<file path="src/hdl/mi4_pkg.sv">
// ----------------------------------------------------------------------------
// mi4_pkg
// Types, constants and the operation decoder of the 4x4 matrix inverse.
// ----------------------------------------------------------------------------
package mi4_pkg;

  localparam int ELEM_W    = 32;
  localparam int NCHUNK    = 4;
  localparam int BOP_W     = NCHUNK * ELEM_W;
  localparam int ACC_W     = 136;
  localparam int SCR_DEPTH = 29;

  localparam logic [4:0] HI_MINOR_BASE = 5'd6;
  localparam logic [4:0] ADJ_BASE      = 5'd12;
  localparam logic [4:0] DET_IDX       = 5'd28;

  localparam logic [ELEM_W-1:0] Q_MAX = 32'h7FFF_FFFF;
  localparam logic [ELEM_W-1:0] Q_MIN = 32'h8000_0000;

  typedef enum logic [1:0] {
    PH_MINOR,
    PH_ADJ,
    PH_DET,
    PH_DIV
  } phase_e;

  typedef struct packed {
    logic [3:0]               element_index;
    logic signed [ELEM_W-1:0] element_value;
    logic                     last_element;
  } in_item_t;

  typedef struct packed {
    logic [3:0]               result_index;
    logic signed [ELEM_W-1:0] result_value;
    logic                     singular;
    logic                     saturated;
    logic                     last_result;
  } out_item_t;

  typedef struct packed {
    logic       valid;
    logic [3:0] a_idx;
    logic       b_is_scr;
    logic [4:0] b_idx;
    logic       neg;
    logic       first;
    logic       last;
    logic [4:0] wr_idx;
    logic [1:0] chunk;
  } mac_cmd_t;

  typedef struct packed {
    logic       start;
    logic [3:0] idx;
  } div_req_t;

  function automatic logic [3:0] pair_cols(logic [2:0] p);
    logic [3:0] c;
    case (p)
      3'd0:    c = {2'd0, 2'd1};
      3'd1:    c = {2'd0, 2'd2};
      3'd2:    c = {2'd0, 2'd3};
      3'd3:    c = {2'd1, 2'd2};
      3'd4:    c = {2'd1, 2'd3};
      3'd5:    c = {2'd2, 2'd3};
      default: c = {2'd0, 2'd1};
    endcase
    return c;
  endfunction

  function automatic logic [2:0] pair_code(logic [1:0] x0, logic [1:0] x1);
    logic [2:0] p;
    case ({x0, x1})
      {2'd0, 2'd1}: p = 3'd0;
      {2'd0, 2'd2}: p = 3'd1;
      {2'd0, 2'd3}: p = 3'd2;
      {2'd1, 2'd2}: p = 3'd3;
      {2'd1, 2'd3}: p = 3'd4;
      {2'd2, 2'd3}: p = 3'd5;
      default:      p = 3'd0;
    endcase
    return p;
  endfunction

  function automatic mac_cmd_t op_decode(phase_e ph, logic [3:0] grp, logic [1:0] term);
    mac_cmd_t   c;
    logic       hi;
    logic [2:0] p;
    logic [1:0] ca, cb, r0, r1, i, j, r, cq, x0, x1, kk;
    logic       found;
    logic [4:0] base;
    c = '0;
    hi = (grp >= 4'd6);
    p = hi ? 3'(grp - 4'd6) : grp[2:0];
    {ca, cb} = pair_cols(p);
    r0 = hi ? 2'd2 : 2'd0;
    r1 = r0 + 2'd1;
    i = grp[3:2];
    j = grp[1:0];
    r = {j[1], ~j[0]};
    cq = (term < i) ? term : term + 2'd1;
    x0 = 2'd0;
    x1 = 2'd0;
    found = 1'b0;
    for (int k = 0; k < 4; k++) begin
      kk = 2'(k);
      if (kk != i && kk != cq) begin
        if (!found) x0 = kk;
        else x1 = kk;
        found = 1'b1;
      end
    end
    base = j[1] ? 5'd0 : HI_MINOR_BASE;
    unique case (ph)
      PH_MINOR: begin
        c.first  = (term == 2'd0);
        c.last   = (term == 2'd1);
        c.wr_idx = {1'b0, grp};
        if (term[0]) begin
          c.a_idx = {r0, cb};
          c.b_idx = {1'b0, r1, ca};
          c.neg   = 1'b1;
        end else begin
          c.a_idx = {r0, ca};
          c.b_idx = {1'b0, r1, cb};
        end
      end
      PH_ADJ: begin
        c.a_idx    = {r, cq};
        c.b_is_scr = 1'b1;
        c.b_idx    = base + {2'b00, pair_code(x0, x1)};
        c.neg      = term[0] ^ i[0] ^ j[0];
        c.first    = (term == 2'd0);
        c.last     = (term == 2'd2);
        c.wr_idx   = ADJ_BASE + {1'b0, grp};
      end
      PH_DET: begin
        c.a_idx    = {2'b00, term};
        c.b_is_scr = 1'b1;
        c.b_idx    = ADJ_BASE + {1'b0, term, 2'b00};
        c.first    = (term == 2'd0);
        c.last     = (term == 2'd3);
        c.wr_idx   = DET_IDX;
      end
      PH_DIV: begin
        c.b_is_scr = 1'b1;
        c.b_idx    = ADJ_BASE + {1'b0, grp};
      end
    endcase
    return c;
  endfunction

endpackage

</file>
<file path="src/hdl/mi4_div.sv">
// ----------------------------------------------------------------------------
// mi4_div
// Radix-2 restoring divider: one quotient bit a cycle, saturation and sign.
// ----------------------------------------------------------------------------
module mi4_div (
  input  logic                             clk_i,
  input  logic                             rst_ni,
  input  mi4_pkg::div_req_t                req_i,
  input  logic signed [mi4_pkg::ACC_W-1:0] num_i,
  input  logic signed [mi4_pkg::ACC_W-1:0] den_i,
  output logic                             valid_o,
  output mi4_pkg::out_item_t               result_o
);
  import mi4_pkg::*;

  logic [ACC_W-1:0]  nmag, dmag, den_q, r_q, r_d;
  logic [ACC_W:0]    r2;
  logic              ge;
  logic [ELEM_W-1:0] q_q, q_d;
  logic [4:0]        cnt_q;
  logic              run_q, valid_q, neg_q, big_q, sing_q, step_last;
  logic [3:0]        idx_q;
  out_item_t         res_d, res_q;

  always_comb begin
    nmag      = num_i[ACC_W-1] ? ACC_W'(-num_i) : ACC_W'(num_i);
    dmag      = den_i[ACC_W-1] ? ACC_W'(-den_i) : ACC_W'(den_i);
    r2        = {r_q, 1'b0};
    ge        = (r2 >= {1'b0, den_q});
    r_d       = ge ? ACC_W'(r2 - {1'b0, den_q}) : r2[ACC_W-1:0];
    q_d       = {q_q[ELEM_W-2:0], ge};
    step_last = run_q && (cnt_q == 5'(ELEM_W - 1));
  end

  always_comb begin
    res_d.result_index = idx_q;
    res_d.singular     = sing_q;
    res_d.last_result  = &idx_q;
    res_d.saturated    = 1'b0;
    res_d.result_value = '0;
    if (!sing_q) begin
      if (!neg_q) begin
        if (big_q || q_d[ELEM_W-1]) begin
          res_d.result_value = Q_MAX;
          res_d.saturated    = 1'b1;
        end else begin
          res_d.result_value = q_d;
        end
      end else begin
        if (big_q || (q_d[ELEM_W-1] && q_d[ELEM_W-2:0] != '0)) begin
          res_d.result_value = Q_MIN;
          res_d.saturated    = 1'b1;
        end else begin
          res_d.result_value = -q_d;
        end
      end
    end
  end

  always_ff @(posedge clk_i or negedge rst_ni) begin
    if (!rst_ni) begin
      run_q   <= 1'b0;
      valid_q <= 1'b0;
      cnt_q   <= '0;
    end else begin
      valid_q <= step_last;
      if (req_i.start) begin
        run_q <= 1'b1;
        cnt_q <= '0;
      end else if (run_q) begin
        cnt_q <= cnt_q + 5'd1;
        if (step_last) run_q <= 1'b0;
      end
    end
  end

  always_ff @(posedge clk_i) begin
    if (req_i.start) begin
      den_q  <= dmag;
      r_q    <= nmag;
      q_q    <= '0;
      neg_q  <= num_i[ACC_W-1] ^ den_i[ACC_W-1];
      big_q  <= (nmag >= dmag);
      sing_q <= (den_i == '0);
      idx_q  <= req_i.idx;
    end else if (run_q) begin
      r_q <= r_d;
      q_q <= q_d;
      if (step_last) res_q <= res_d;
    end
  end

  assign valid_o  = valid_q;
  assign result_o = res_q;

endmodule

</file>
<file path="config.mk">
export PLATFORM = sky130hd
export DESIGN_NAME = mi4_div
export DESIGN_NICKNAME = d
export VERILOG_FILES = /design/src/hdl/mi4_pkg.sv /design/src/hdl/mi4_div.sv
export SDC_FILE = /design/constraint.sdc
export NUM_CORES = 1
export LEC_CHECK = 0
export BUFFER_PORTS_ARGS = -buffer_cell sky130_fd_sc_hd__clkbuf_2
export CORE_AREA = 2 2 276 278
export CTS_CLUSTER_DIAMETER = 150
export DETAILED_ROUTE_END_ITERATION = 10
export DIE_AREA = 0 0 278 280
export GPL_ROUTABILITY_DRIVEN = 0
export SLEW_MARGIN = 20
export SYNTH_ARGS = -nofsm -noshare
export SYNTH_HDL_FRONTEND = slang
export SYNTH_SLANG_ARGS = --single-unit
</file>
<file path="constraint.sdc">
create_clock -name clk_i -period 7.7 [get_ports clk_i]
set_input_delay 1.155 -clock clk_i [delete_from_list [all_inputs] [get_ports clk_i]]
set_output_delay 1.155 -clock clk_i [all_outputs]
set_load 0.005 [all_outputs]
</file>
==> impl_metrics.tcl <==
set metrics [dict create \
    outcome "finished, final reports clean" \
    path_max_fanout 6 \
    die_y_um 280 \
    max_cap_violations 0 \
    power_density_nw_per_um2 334 \
    hold_violations 0 \
    post_cts_buffers 0 \
    synthCells 4074 \
    path_class "in2reg" \
    layout_common_cells "418 x a21oi_1, 392 x nor2_1, 326 x inv_1" \
    synth-async-reset-ratio_pct 1.97 \
    detail_route.wl_per_cell_um 22.7 \
    area_delta_synth_final_pct 12.2 \
    drtIter0Drc 3725 \
    worstReg2RegEnd "result_o[25]" \
    drive_above_1_share_pct 11.7 \
    drcViolationCount 0 \
    layout_setup_ws_ns 0.435 \
    gr-total-overflow 0 \
    min_path_type "in2async" \
    htree_levels 2 \
    fillCellCount 7394 \
    yosysSeqAreaShare_pct 30.9 \
    cts_resized 0 \
    grt_setup_unrepaired "no" \
    grt_pass1_vias 29800 \
    vias_per_cell 6.07 \
    wl_um 121000 \
    avgSynthCellArea_um2 8.22 \
    root_buffer "clkbuf_16" \
    fin_util_pct 50.0 \
    hold_buffers 0 \
    clkTransAtPathRegs_ns 0.06 \
    cts_tree "built" \
    p_leak_nw 16.0 \
    maxSlewViolCount 0 \
    synth_edf_count 318 \
    ys_seq_elements 356 \
    period_needed_ns 7.26 \
    initial_core_util_pct 44.5 \
    vdd_ir_drop_max_mv 0.260 \
    cp_slowest_cell "nor4_1" \
    finClkSkew_ns 0.0300 \
    cp_common_cell "nand2_1" \
    endpoint_kind "flip-flop" \
    num_vias 32300 \
    yosysWarnings 0 \
    firstDrtPassIters 6 \
    max_freq_ghz 0.138 \
    worstMarginPinSlew_ns 1.22 \
    grt_max_degree 161 \
    syn_area_um2 33500 \
    numCtsBuffers 45 \
    cts.path.max_buffers 3 \
    ios 319 \
    rows 101 \
    grt_pass1_wl_um 180000 \
    die_w_um 278 \
    critPathArrivalTime_ns 7.68 \
    final_common_cell "a21oi_1" \
    core_um2 75200 \
    cts_sinks 356 \
    ant_nets 0 \
    die_area_um2 77800 \
    antenna_found_initial 34 \
    port_buffers 318 \
    slowest_delay_ns 0.61 \
    final.setup.tns_ns 0 \
    fin_area_um2 37600 \
    place_area_um2 36000 \
    r2r_cells 22 \
    preCtsSetupSlack_ns 0.00342 \
    grt_use_total_pct 30.0 \
    synth_ff_type "edfxtp_1" \
    reg2reg_slack_ns 1.40 \
    crit_required_ns 8.12 \
    synthesis.nets 4631 \
    synth.distinct_cells 72 \
    clock_latency_ns 0.61 \
    finalNonFillerCells 5323 \
    critPathLaunchType "input pin" \
    fin_crit_sh_pct 94.3 \
    fin_nets 4858 \
    rr_startpoint "r_q[7]" \
    dp_hpwl_um 96700 \
    setup_viol 0 \
    slew_headroom_pct 18.9 \
    post-place-cells 5232 \
]
routing by layer:
metal,routed length [µm],vias to the layer above,global-route usage (%)
met5,188,-,0
met4,3320,30,8.11
met3,11400,192,5.62
met2,52400,1477,46.3
met1,53500,15300,43.0
li1,-,15300,-
registers in the layout, indices dropped and copies added (netlist names):
name      cells
q_q          31
result_o     39
sing_q        1
den_q       136
run_q         1
neg_q         1
cnt_q         5
r_q         136
big_q         1
idx_q         4
valid_o       1
per-stage QoR:
step,hold slack [ns],power [mW]
6_report,0.384,12.5
5_1_grt,0.365,13.4
4_1_cts,0.354,12.4
3_5_place_dp,0.431,10.1
3_3_place_gp,0.426,10.1
2_1_floorplan,0.418,8.19
where the power goes:
group          total (mW)  internal, mW  switching (mW)
combinational        7.31          2.74            4.57
clock                2.25          1.33           0.917
sequential           2.98          2.73           0.253
kinds of logic (layout without fill, tap and decap cells):
family                   after synthesis  in the layout  synth area share, %
AND/OR/NAND/NOR                     1275           1275                 18.6
AO/OA/AOI/OAI                       1171           1171                 21.4
buffers and inverters                517            777                 5.83
XOR/XNOR                             407            407                 10.6
flip-flops                           356            356                 30.9
adder cells (fa/ha/maj)              278            278                 10.4
multiplexers                          70             70                 2.21
other                                  0             11                    0
worst max-delay path by stage:
stage | from | to | slack [ns] | cells after the start
after CTS | den_i[52] | big_q | 0.61 | 26
after global placement | den_i[10] | big_q | 0.19 | 22
after floorplan | den_i[54] | big_q | 1.07 | 27
final | den_i[54] | big_q | 0.44 | 26
after global routing | den_i[54] | big_q | 0.24 | 27
after detailed placement | den_i[52] | big_q | 0.003 | 26
synth_stat cells (all sizes together) (7+ instances only):
cell | count | area (µm²)
xor2 | 166 | 1450
nand3 | 66 | 330
mux2 | 30 | 338
or3 | 54 | 338
a221oi | 17 | 149
edfxtp | 318 | 9550
nor4 | 36 | 240
nand4 | 103 | 651
a211oi | 24 | 180
and4 | 15 | 131
a21boi | 12 | 90.1
xnor2 | 241 | 2110
a21o | 99 | 743
o31a | 16 | 140
nor2b | 33 | 206
dfrtp | 7 | 175
or2 | 25 | 156
nor4b | 7 | 61.3
dfxtp | 31 | 621
buf | 29 | 119
clkbuf | 160 | 601
o221ai | 7 | 61.3
o31ai | 82 | 621
o41ai | 44 | 385
a21oi | 418 | 2090
o21a | 30 | 225
mux2i | 40 | 400
a31oi | 31 | 194
nor2 | 392 | 1470
a41oi | 7 | 61.3
inv | 326 | 1220
and3 | 29 | 181
and2 | 15 | 93.8
ha | 277 | 3470
nand2 | 312 | 1170
a221o | 8 | 80.1
nand2b | 41 | 257
nor3 | 79 | 395
o21bai | 41 | 308
o21ai | 288 | 1440
or4 | 51 | 390
final cells by class:
| class | instances | area (µm²) | share of cell area [%] |
|---|---|---|---|
| Multi-Input combinational cell | 3201 | 21200 | 56.4 |
| Timing Repair Buffer | 369 | 2010 | 5.36 |
| Sequential cell | 356 | 10300 | 27.5 |
| Tap cell | 978 | 1220 | 3.26 |
| Clock inverter | 28 | 362 | 0.962 |
| Clock buffer | 52 | 1170 | 3.12 |
| Inverter | 328 | 1240 | 3.29 |
| Antenna cell | 11 | 27.5 | 0.0733 |
critical path, delay by kind of cell:
kind | cells | cell delay [ns]
compound gates | 3 | 0.68
fa+ha+maj | 1 | 0.36
simple gates | 18 | 4.75
buf+inv | 3 | 0.54
xor+xnor | 1 | 0.18
Note: power is estimated with default switching activity, not from simulation.
