<file path="src/hdl/mi4_pkg.sv">
// ----------------------------------------------------------------------------
// mi4_pkg
// Types, constants and the operation decoder of the 4x4 matrix inverse.
// ----------------------------------------------------------------------------
package mi4_pkg;

  localparam int ELEM_W    = 32;
  localparam int NCHUNK    = 4;
  localparam int BOP_W     = NCHUNK * ELEM_W;
  localparam int ACC_W     = 136;
  localparam int SCR_DEPTH = 29;

  localparam logic [4:0] HI_MINOR_BASE = 5'd6;
  localparam logic [4:0] ADJ_BASE      = 5'd12;
  localparam logic [4:0] DET_IDX       = 5'd28;

  localparam logic [ELEM_W-1:0] Q_MAX = 32'h7FFF_FFFF;
  localparam logic [ELEM_W-1:0] Q_MIN = 32'h8000_0000;

  typedef enum logic [1:0] {
    PH_MINOR,
    PH_ADJ,
    PH_DET,
    PH_DIV
  } phase_e;

  typedef struct packed {
    logic [3:0]               element_index;
    logic signed [ELEM_W-1:0] element_value;
    logic                     last_element;
  } in_item_t;

  typedef struct packed {
    logic [3:0]               result_index;
    logic signed [ELEM_W-1:0] result_value;
    logic                     singular;
    logic                     saturated;
    logic                     last_result;
  } out_item_t;

  typedef struct packed {
    logic       valid;
    logic [3:0] a_idx;
    logic       b_is_scr;
    logic [4:0] b_idx;
    logic       neg;
    logic       first;
    logic       last;
    logic [4:0] wr_idx;
    logic [1:0] chunk;
  } mac_cmd_t;

  typedef struct packed {
    logic       start;
    logic [3:0] idx;
  } div_req_t;

  function automatic logic [3:0] pair_cols(logic [2:0] p);
    logic [3:0] c;
    case (p)
      3'd0:    c = {2'd0, 2'd1};
      3'd1:    c = {2'd0, 2'd2};
      3'd2:    c = {2'd0, 2'd3};
      3'd3:    c = {2'd1, 2'd2};
      3'd4:    c = {2'd1, 2'd3};
      3'd5:    c = {2'd2, 2'd3};
      default: c = {2'd0, 2'd1};
    endcase
    return c;
  endfunction

  function automatic logic [2:0] pair_code(logic [1:0] x0, logic [1:0] x1);
    logic [2:0] p;
    case ({x0, x1})
      {2'd0, 2'd1}: p = 3'd0;
      {2'd0, 2'd2}: p = 3'd1;
      {2'd0, 2'd3}: p = 3'd2;
      {2'd1, 2'd2}: p = 3'd3;
      {2'd1, 2'd3}: p = 3'd4;
      {2'd2, 2'd3}: p = 3'd5;
      default:      p = 3'd0;
    endcase
    return p;
  endfunction

  function automatic mac_cmd_t op_decode(phase_e ph, logic [3:0] grp, logic [1:0] term);
    mac_cmd_t   c;
    logic       hi;
    logic [2:0] p;
    logic [1:0] ca, cb, r0, r1, i, j, r, cq, x0, x1, kk;
    logic       found;
    logic [4:0] base;
    c = '0;
    hi = (grp >= 4'd6);
    p = hi ? 3'(grp - 4'd6) : grp[2:0];
    {ca, cb} = pair_cols(p);
    r0 = hi ? 2'd2 : 2'd0;
    r1 = r0 + 2'd1;
    i = grp[3:2];
    j = grp[1:0];
    r = {j[1], ~j[0]};
    cq = (term < i) ? term : term + 2'd1;
    x0 = 2'd0;
    x1 = 2'd0;
    found = 1'b0;
    for (int k = 0; k < 4; k++) begin
      kk = 2'(k);
      if (kk != i && kk != cq) begin
        if (!found) x0 = kk;
        else x1 = kk;
        found = 1'b1;
      end
    end
    base = j[1] ? 5'd0 : HI_MINOR_BASE;
    unique case (ph)
      PH_MINOR: begin
        c.first  = (term == 2'd0);
        c.last   = (term == 2'd1);
        c.wr_idx = {1'b0, grp};
        if (term[0]) begin
          c.a_idx = {r0, cb};
          c.b_idx = {1'b0, r1, ca};
          c.neg   = 1'b1;
        end else begin
          c.a_idx = {r0, ca};
          c.b_idx = {1'b0, r1, cb};
        end
      end
      PH_ADJ: begin
        c.a_idx    = {r, cq};
        c.b_is_scr = 1'b1;
        c.b_idx    = base + {2'b00, pair_code(x0, x1)};
        c.neg      = term[0] ^ i[0] ^ j[0];
        c.first    = (term == 2'd0);
        c.last     = (term == 2'd2);
        c.wr_idx   = ADJ_BASE + {1'b0, grp};
      end
      PH_DET: begin
        c.a_idx    = {2'b00, term};
        c.b_is_scr = 1'b1;
        c.b_idx    = ADJ_BASE + {1'b0, term, 2'b00};
        c.first    = (term == 2'd0);
        c.last     = (term == 2'd3);
        c.wr_idx   = DET_IDX;
      end
      PH_DIV: begin
        c.b_is_scr = 1'b1;
        c.b_idx    = ADJ_BASE + {1'b0, grp};
      end
    endcase
    return c;
  endfunction

endpackage

</file>
<file path="src/hdl/mi4_ctrl.sv">
// ----------------------------------------------------------------------------
// mi4_ctrl
// Sequencer: steps minors, cofactors, determinant and the per-element divides.
// ----------------------------------------------------------------------------
module mi4_ctrl (
  input  logic               clk_i,
  input  logic               rst_ni,
  input  logic               launch_i,
  input  logic               div_done_i,
  output logic               busy_o,
  output mi4_pkg::mac_cmd_t  cmd_o,
  output mi4_pkg::div_req_t  div_req_o
);
  import mi4_pkg::*;

  typedef enum logic [2:0] {
    ST_IDLE,
    ST_MAC,
    ST_DRAIN,
    ST_DIV_RD,
    ST_DIV_LD,
    ST_DIV_WAIT
  } state_e;

  localparam logic [1:0] CHUNK_LAST = 2'(NCHUNK - 1);
  localparam logic [1:0] DRAIN_LAST = 2'd2;

  state_e     state_q;
  phase_e     phase_q;
  logic [3:0] grp_q;
  logic [1:0] term_q, chunk_q, drain_q;
  logic [1:0] term_last;
  logic [3:0] grp_last;

  always_comb begin
    unique case (phase_q)
      PH_MINOR: begin term_last = 2'd1; grp_last = 4'd11; end
      PH_ADJ:   begin term_last = 2'd2; grp_last = 4'd15; end
      PH_DET:   begin term_last = 2'd3; grp_last = 4'd0;  end
      PH_DIV:   begin term_last = 2'd0; grp_last = 4'd15; end
    endcase
  end

  always_comb begin
    cmd_o       = op_decode(phase_q, grp_q, term_q);
    cmd_o.valid = (state_q == ST_MAC);
    cmd_o.chunk = chunk_q;
  end

  assign busy_o          = (state_q != ST_IDLE);
  assign div_req_o.start = (state_q == ST_DIV_LD);
  assign div_req_o.idx   = grp_q;

  always_ff @(posedge clk_i or negedge rst_ni) begin
    if (!rst_ni) begin
      state_q <= ST_IDLE;
      phase_q <= PH_MINOR;
      grp_q   <= '0;
      term_q  <= '0;
      chunk_q <= '0;
      drain_q <= '0;
    end else begin
      unique case (state_q)
        ST_IDLE: begin
          if (launch_i) begin
            state_q <= ST_MAC;
            phase_q <= PH_MINOR;
            grp_q   <= '0;
            term_q  <= '0;
            chunk_q <= '0;
          end
        end
        ST_MAC: begin
          chunk_q <= chunk_q + 2'd1;
          if (chunk_q == CHUNK_LAST) begin
            if (term_q == term_last) begin
              term_q <= '0;
              if (grp_q == grp_last) begin
                grp_q   <= '0;
                drain_q <= '0;
                state_q <= ST_DRAIN;
              end else begin
                grp_q <= grp_q + 4'd1;
              end
            end else begin
              term_q <= term_q + 2'd1;
            end
          end
        end
        ST_DRAIN: begin
          drain_q <= drain_q + 2'd1;
          if (drain_q == DRAIN_LAST) begin
            unique case (phase_q)
              PH_MINOR: begin phase_q <= PH_ADJ; state_q <= ST_MAC; end
              PH_ADJ:   begin phase_q <= PH_DET; state_q <= ST_MAC; end
              PH_DET, PH_DIV: begin phase_q <= PH_DIV; state_q <= ST_DIV_RD; end
            endcase
          end
        end
        ST_DIV_RD: state_q <= ST_DIV_LD;
        ST_DIV_LD: state_q <= ST_DIV_WAIT;
        ST_DIV_WAIT: begin
          if (div_done_i) begin
            if (grp_q == grp_last) begin
              state_q <= ST_IDLE;
              grp_q   <= '0;
            end else begin
              grp_q   <= grp_q + 4'd1;
              state_q <= ST_DIV_RD;
            end
          end
        end
        default: state_q <= ST_IDLE;
      endcase
    end
  end

endmodule

</file>
<file path="config.mk">
export PLATFORM = sky130hd
export DESIGN_NAME = mi4_ctrl
export DESIGN_NICKNAME = d
export VERILOG_FILES = /design/src/hdl/mi4_pkg.sv /design/src/hdl/mi4_ctrl.sv
export SDC_FILE = /design/constraint.sdc
export NUM_CORES = 1
export LEC_CHECK = 0
export BUFFER_PORTS_ARGS = -buffer_cell sky130_fd_sc_hd__clkbuf_2
export CORE_ASPECT_RATIO = 1.25
export CORE_MARGIN = 4
export CORE_UTILIZATION = 55
export CTS_CLUSTER_SIZE = 12
export DETAILED_ROUTE_END_ITERATION = 10
export PLACE_DENSITY = 0.78
export SETUP_SLACK_MARGIN = 0.05
export SKIP_LAST_GASP = 1
export SLEW_MARGIN = 0
export SYNTH_ARGS = -nofsm -noshare
export SYNTH_HDL_FRONTEND = slang
export SYNTH_SLANG_ARGS = --single-unit
</file>
<file path="constraint.sdc">
create_clock -name clk_i -period 4.9 [get_ports clk_i]
set_input_delay 0 -clock clk_i [delete_from_list [all_inputs] [get_ports clk_i]]
set_output_delay 0 -clock clk_i [all_outputs]
set_load 0.01 [all_outputs]
</file>
==> impl_metrics.py <==
metrics = {
    "routing": {
        "drt_iter0_markers": 169,
        "wl_per_cell_um": 16.0,
        "dr_total_vias": 1966,
        "firstDrtPassIters": 5,
        "totalWireLength_um": 4860,
        "drc_errors": 0,
        "detail-route-antenna-nets": 0,
        "vias_per_cell": 6.47,
    },
    "grt": {
        "grt_use_met1": 0.296,
        "grtUsageMet3": 0.0156,
        "grt_first_pass_wirelength_um": 8030,
        "antenna_found_initial": 0,
        "track_usage": 0.229,
        "busiest_layer": "met2",
        "overflow": 0,
        "grt_use_met2": 0.396,
        "grt_max_degree": 23,
        "first_global_vias": 1760,
    },
    "logic_synthesis": {
        "synthArstFlopShare": 1.00,
        "synth-compound-area-share": 0.328,
        "syn_area_per_cell_sq_um": 7.82,
        "yosysWarnings": 0,
        "synth_edf_count": 0,
        "syn_area_sq_mm": 0.00193,
        "synth.area.top_cells": "dfrtp_1, ha_1, a21oi_1",
        "synth_cell_type_count": 59,
        "synth-xor-area-share": 0.0136,
        "synth_mux_area_frac": 0.0266,
        "synth.most_common_cell": "nand2_1",
        "syn_nets": 270,
        "synth-seq-cells": 15,
        "synth-simple-area-share": 0.223,
        "synth.top_cell.area_share": 0.194,
        "syn_inst": 247,
        "synth_top_family_by_area": "compound AO/OA/AOI/OAI gates",
        "yosys.area.top_type": "dfrtp_1",
        "synth-adder-area-share": 0.127,
        "synth_commonest_cells": "nand2_1, a21oi_1, o21ai_0",
        "synthFlopType": "dfrtp_1",
        "synth_seq_area_share": 0.194,
    },
    "timing": {
        "slew_viol_final": 0,
        "final-setup-viol-count": 0,
        "hold_violations": 0,
        "rsz0062_at_grt": "no",
        "worstMarginPinSlew_ns": 0.626,
        "finalCriticalPeriod_ns": 3.71,
        "fmaxAchievable_mhz": 270,
        "post-route-period-util": 0.757,
        "finClkSkew_ns": 0.00118,
        "holdWs_ns": 0.0864,
        "setup_tns_ns": 0,
        "relSlewSlack": 0.583,
    },
    "clock_tree": {
        "cts_resized": 0,
        "clk_pin_slew_worst_paths_ns": 0.06,
        "cts_setup_buffers": 0,
        "holdBufCountCts": 1,
        "clock_latency_ns": 0.25,
        "clockRootBuffer": "clkbuf_8",
        "numCtsBuffers": 3,
        "tritoncts": "done",
        "clockBufferDepth": 2,
        "cts.htree.levels": 1,
        "clock-sinks": 15,
    },
    "setup_path": {
        "cp-start-kind": "flop",
        "worstRegToRegCells": 7,
        "reg2reg_slack_ns": 2.50,
        "critPathKind": "flop to primary output",
        "worstPathArrival_ns": 3.71,
        "worst_path_max_delay_cell": "dfrtp_1",
        "r2r-start": "phase_q[1]",
        "max_stage_delay_ns": 0.74,
        "crit_path_max_fanout": 22,
        "crit_required_ns": 4.90,
        "cp_top_family": "adder cells",
        "regToRegEndpoint": "grp_q[3]",
        "critPathBufInv": 3,
        "cp_cell_sequence": "inv_1 > ha_1 > inv_1 > o21ai_1 > mux2i_1 > a22oi_1 > o31ai_1 > ha_1 > fa_1 > a211oi_1 > a31oi_1 > clkbuf_2",
        "cp-end-kind": "primary output",
    },
    "layout": {
        "multi_input_area_sq_mm": 0.00139,
        "fin_nets": 291,
        "layout-drive-gt1-share": 0.169,
        "fill_cells": 320,
        "areaGrowthSynthToFinish_pct": 7.77,
        "regArea_sq_um": 375,
        "diodes": 0,
    },
    "worst_hold_path": {
        "hold_path_class": "input pin to flop",
        "min_path_cells": 3,
        "worstHoldEndpoint": "state_q[2]",
        "min-delay-start": "div_done_i",
    },
    "placed_design": {
        "place_congestion": 0.914,
        "dp_hpwl_um": 3550,
        "port-buffer-count": 30,
    },
    "floorplan": {
        "initial_core_util": 0.589,
        "io_pins": 31,
        "fp-row-count": 23,
        "die-area_sq_mm": 0.00453,
        "coreArea_sq_mm": 0.00328,
        "die_y_um": 74.3,
        "dieWidth_um": 61.0,
    },
    "pwr": {
        "vdd_drop_max_mv": 0.330,
        "power_density_mw_per_mm2": 520,
        "p_leak_nw": 0.896,
    },
    "job": {
        "drv_cap": 0,
    },
    "outcome": {
        "status": "complete, no violations",
    },
}
[stage by stage]
stage | total power [mW] | setup WS [ns] | instance area (sq um) | util | std cells
3_5_place_dp | 0.978 | 1.54 | 2030 | 0.618 | 299
3_3_place_gp | 0.968 | 1.63 | 2030 | 0.618 | 299
5_1_grt | 1.19 | 0.923 | 2080 | 0.635 | 304
6_report | 1.08 | 1.19 | 2080 | 0.635 | 304
4_1_cts | 1.08 | 1.26 | 2080 | 0.635 | 304
2_1_floorplan | 0.793 | 2.04 | 1930 | - | 247
[cell type report]
class / count / area share
well taps: 37 / 0.0222
inverters: 18 / 0.0325
clock buffers: 4 / 0.0216
multi-input cells: 199 / 0.666
repair buffers: 31 / 0.0769
flip-flops and latches: 15 / 0.180
[power breakdown]
part | internal [mW] | leakage, nW | switching [mW] | total, mW
Combinational | 0.321 | 0.680 | 0.422 | 0.742
Clock | 0.0576 | 0.0228 | 0.0415 | 0.0991
Sequential | 0.156 | 0.193 | 0.0860 | 0.242
[registers in the layout, indices dropped and copies added, names as in the netlist]
name	count
chunk_q	2
drain_q	2
grp_q	4
term_q	2
phase_q	2
state_q	3
[worst max path at each step]
stage,from,endpoint,slack (ns),depth (start not counted)
global placement,term_q[0],cmd_o[12],1.63,12
global route,term_q[0],cmd_o[13],0.92,12
floorplan,grp_q[3],cmd_o[12],2.04,12
detailed placement,term_q[0],cmd_o[12],1.54,12
CTS,term_q[0],cmd_o[12],1.26,12
finish,term_q[0],cmd_o[13],1.19,12
[routing by layer]
layer  share of wire  vias to the layer above
li1                -                      961
met1            0.42                      916
met2            0.50                       82
met3           0.062                        7
met4           0.014                        0
met5               0                        -
[logic make-up after synthesis]
group           after synthesis
compound gates               91
fa+ha+maj                    19
xor+xnor                      3
mux                           5
simple gates                 81
buf+inv                      33
flops                        15
[layout by cell type (no fill, tap or decap), types with 4 or more instances in the layout]
| master | n |
|---|---|
| o21ai_0 | 19 |
| o22ai_1 | 10 |
| ha_1 | 18 |
| inv_1 | 18 |
| nand3_1 | 6 |
| a21oi_1 | 20 |
| nand2b_1 | 9 |
| mux2i_1 | 4 |
| nor2_1 | 15 |
| clkbuf_2 | 30 |
| nand2_1 | 23 |
| or3_1 | 5 |
| dfrtp_1 | 15 |
[tightest hold or removal path, delay by kind of cell]
| family | cells | cell delay (ns) |
|---|---|---|
| buffers and inverters | 1 | 0.08 |
| AND/OR/NAND/NOR | 1 | 0.13 |
| AO/OA/AOI/OAI | 1 | 0.07 |
No activity file was read; power rests on OpenSTA's default activity.
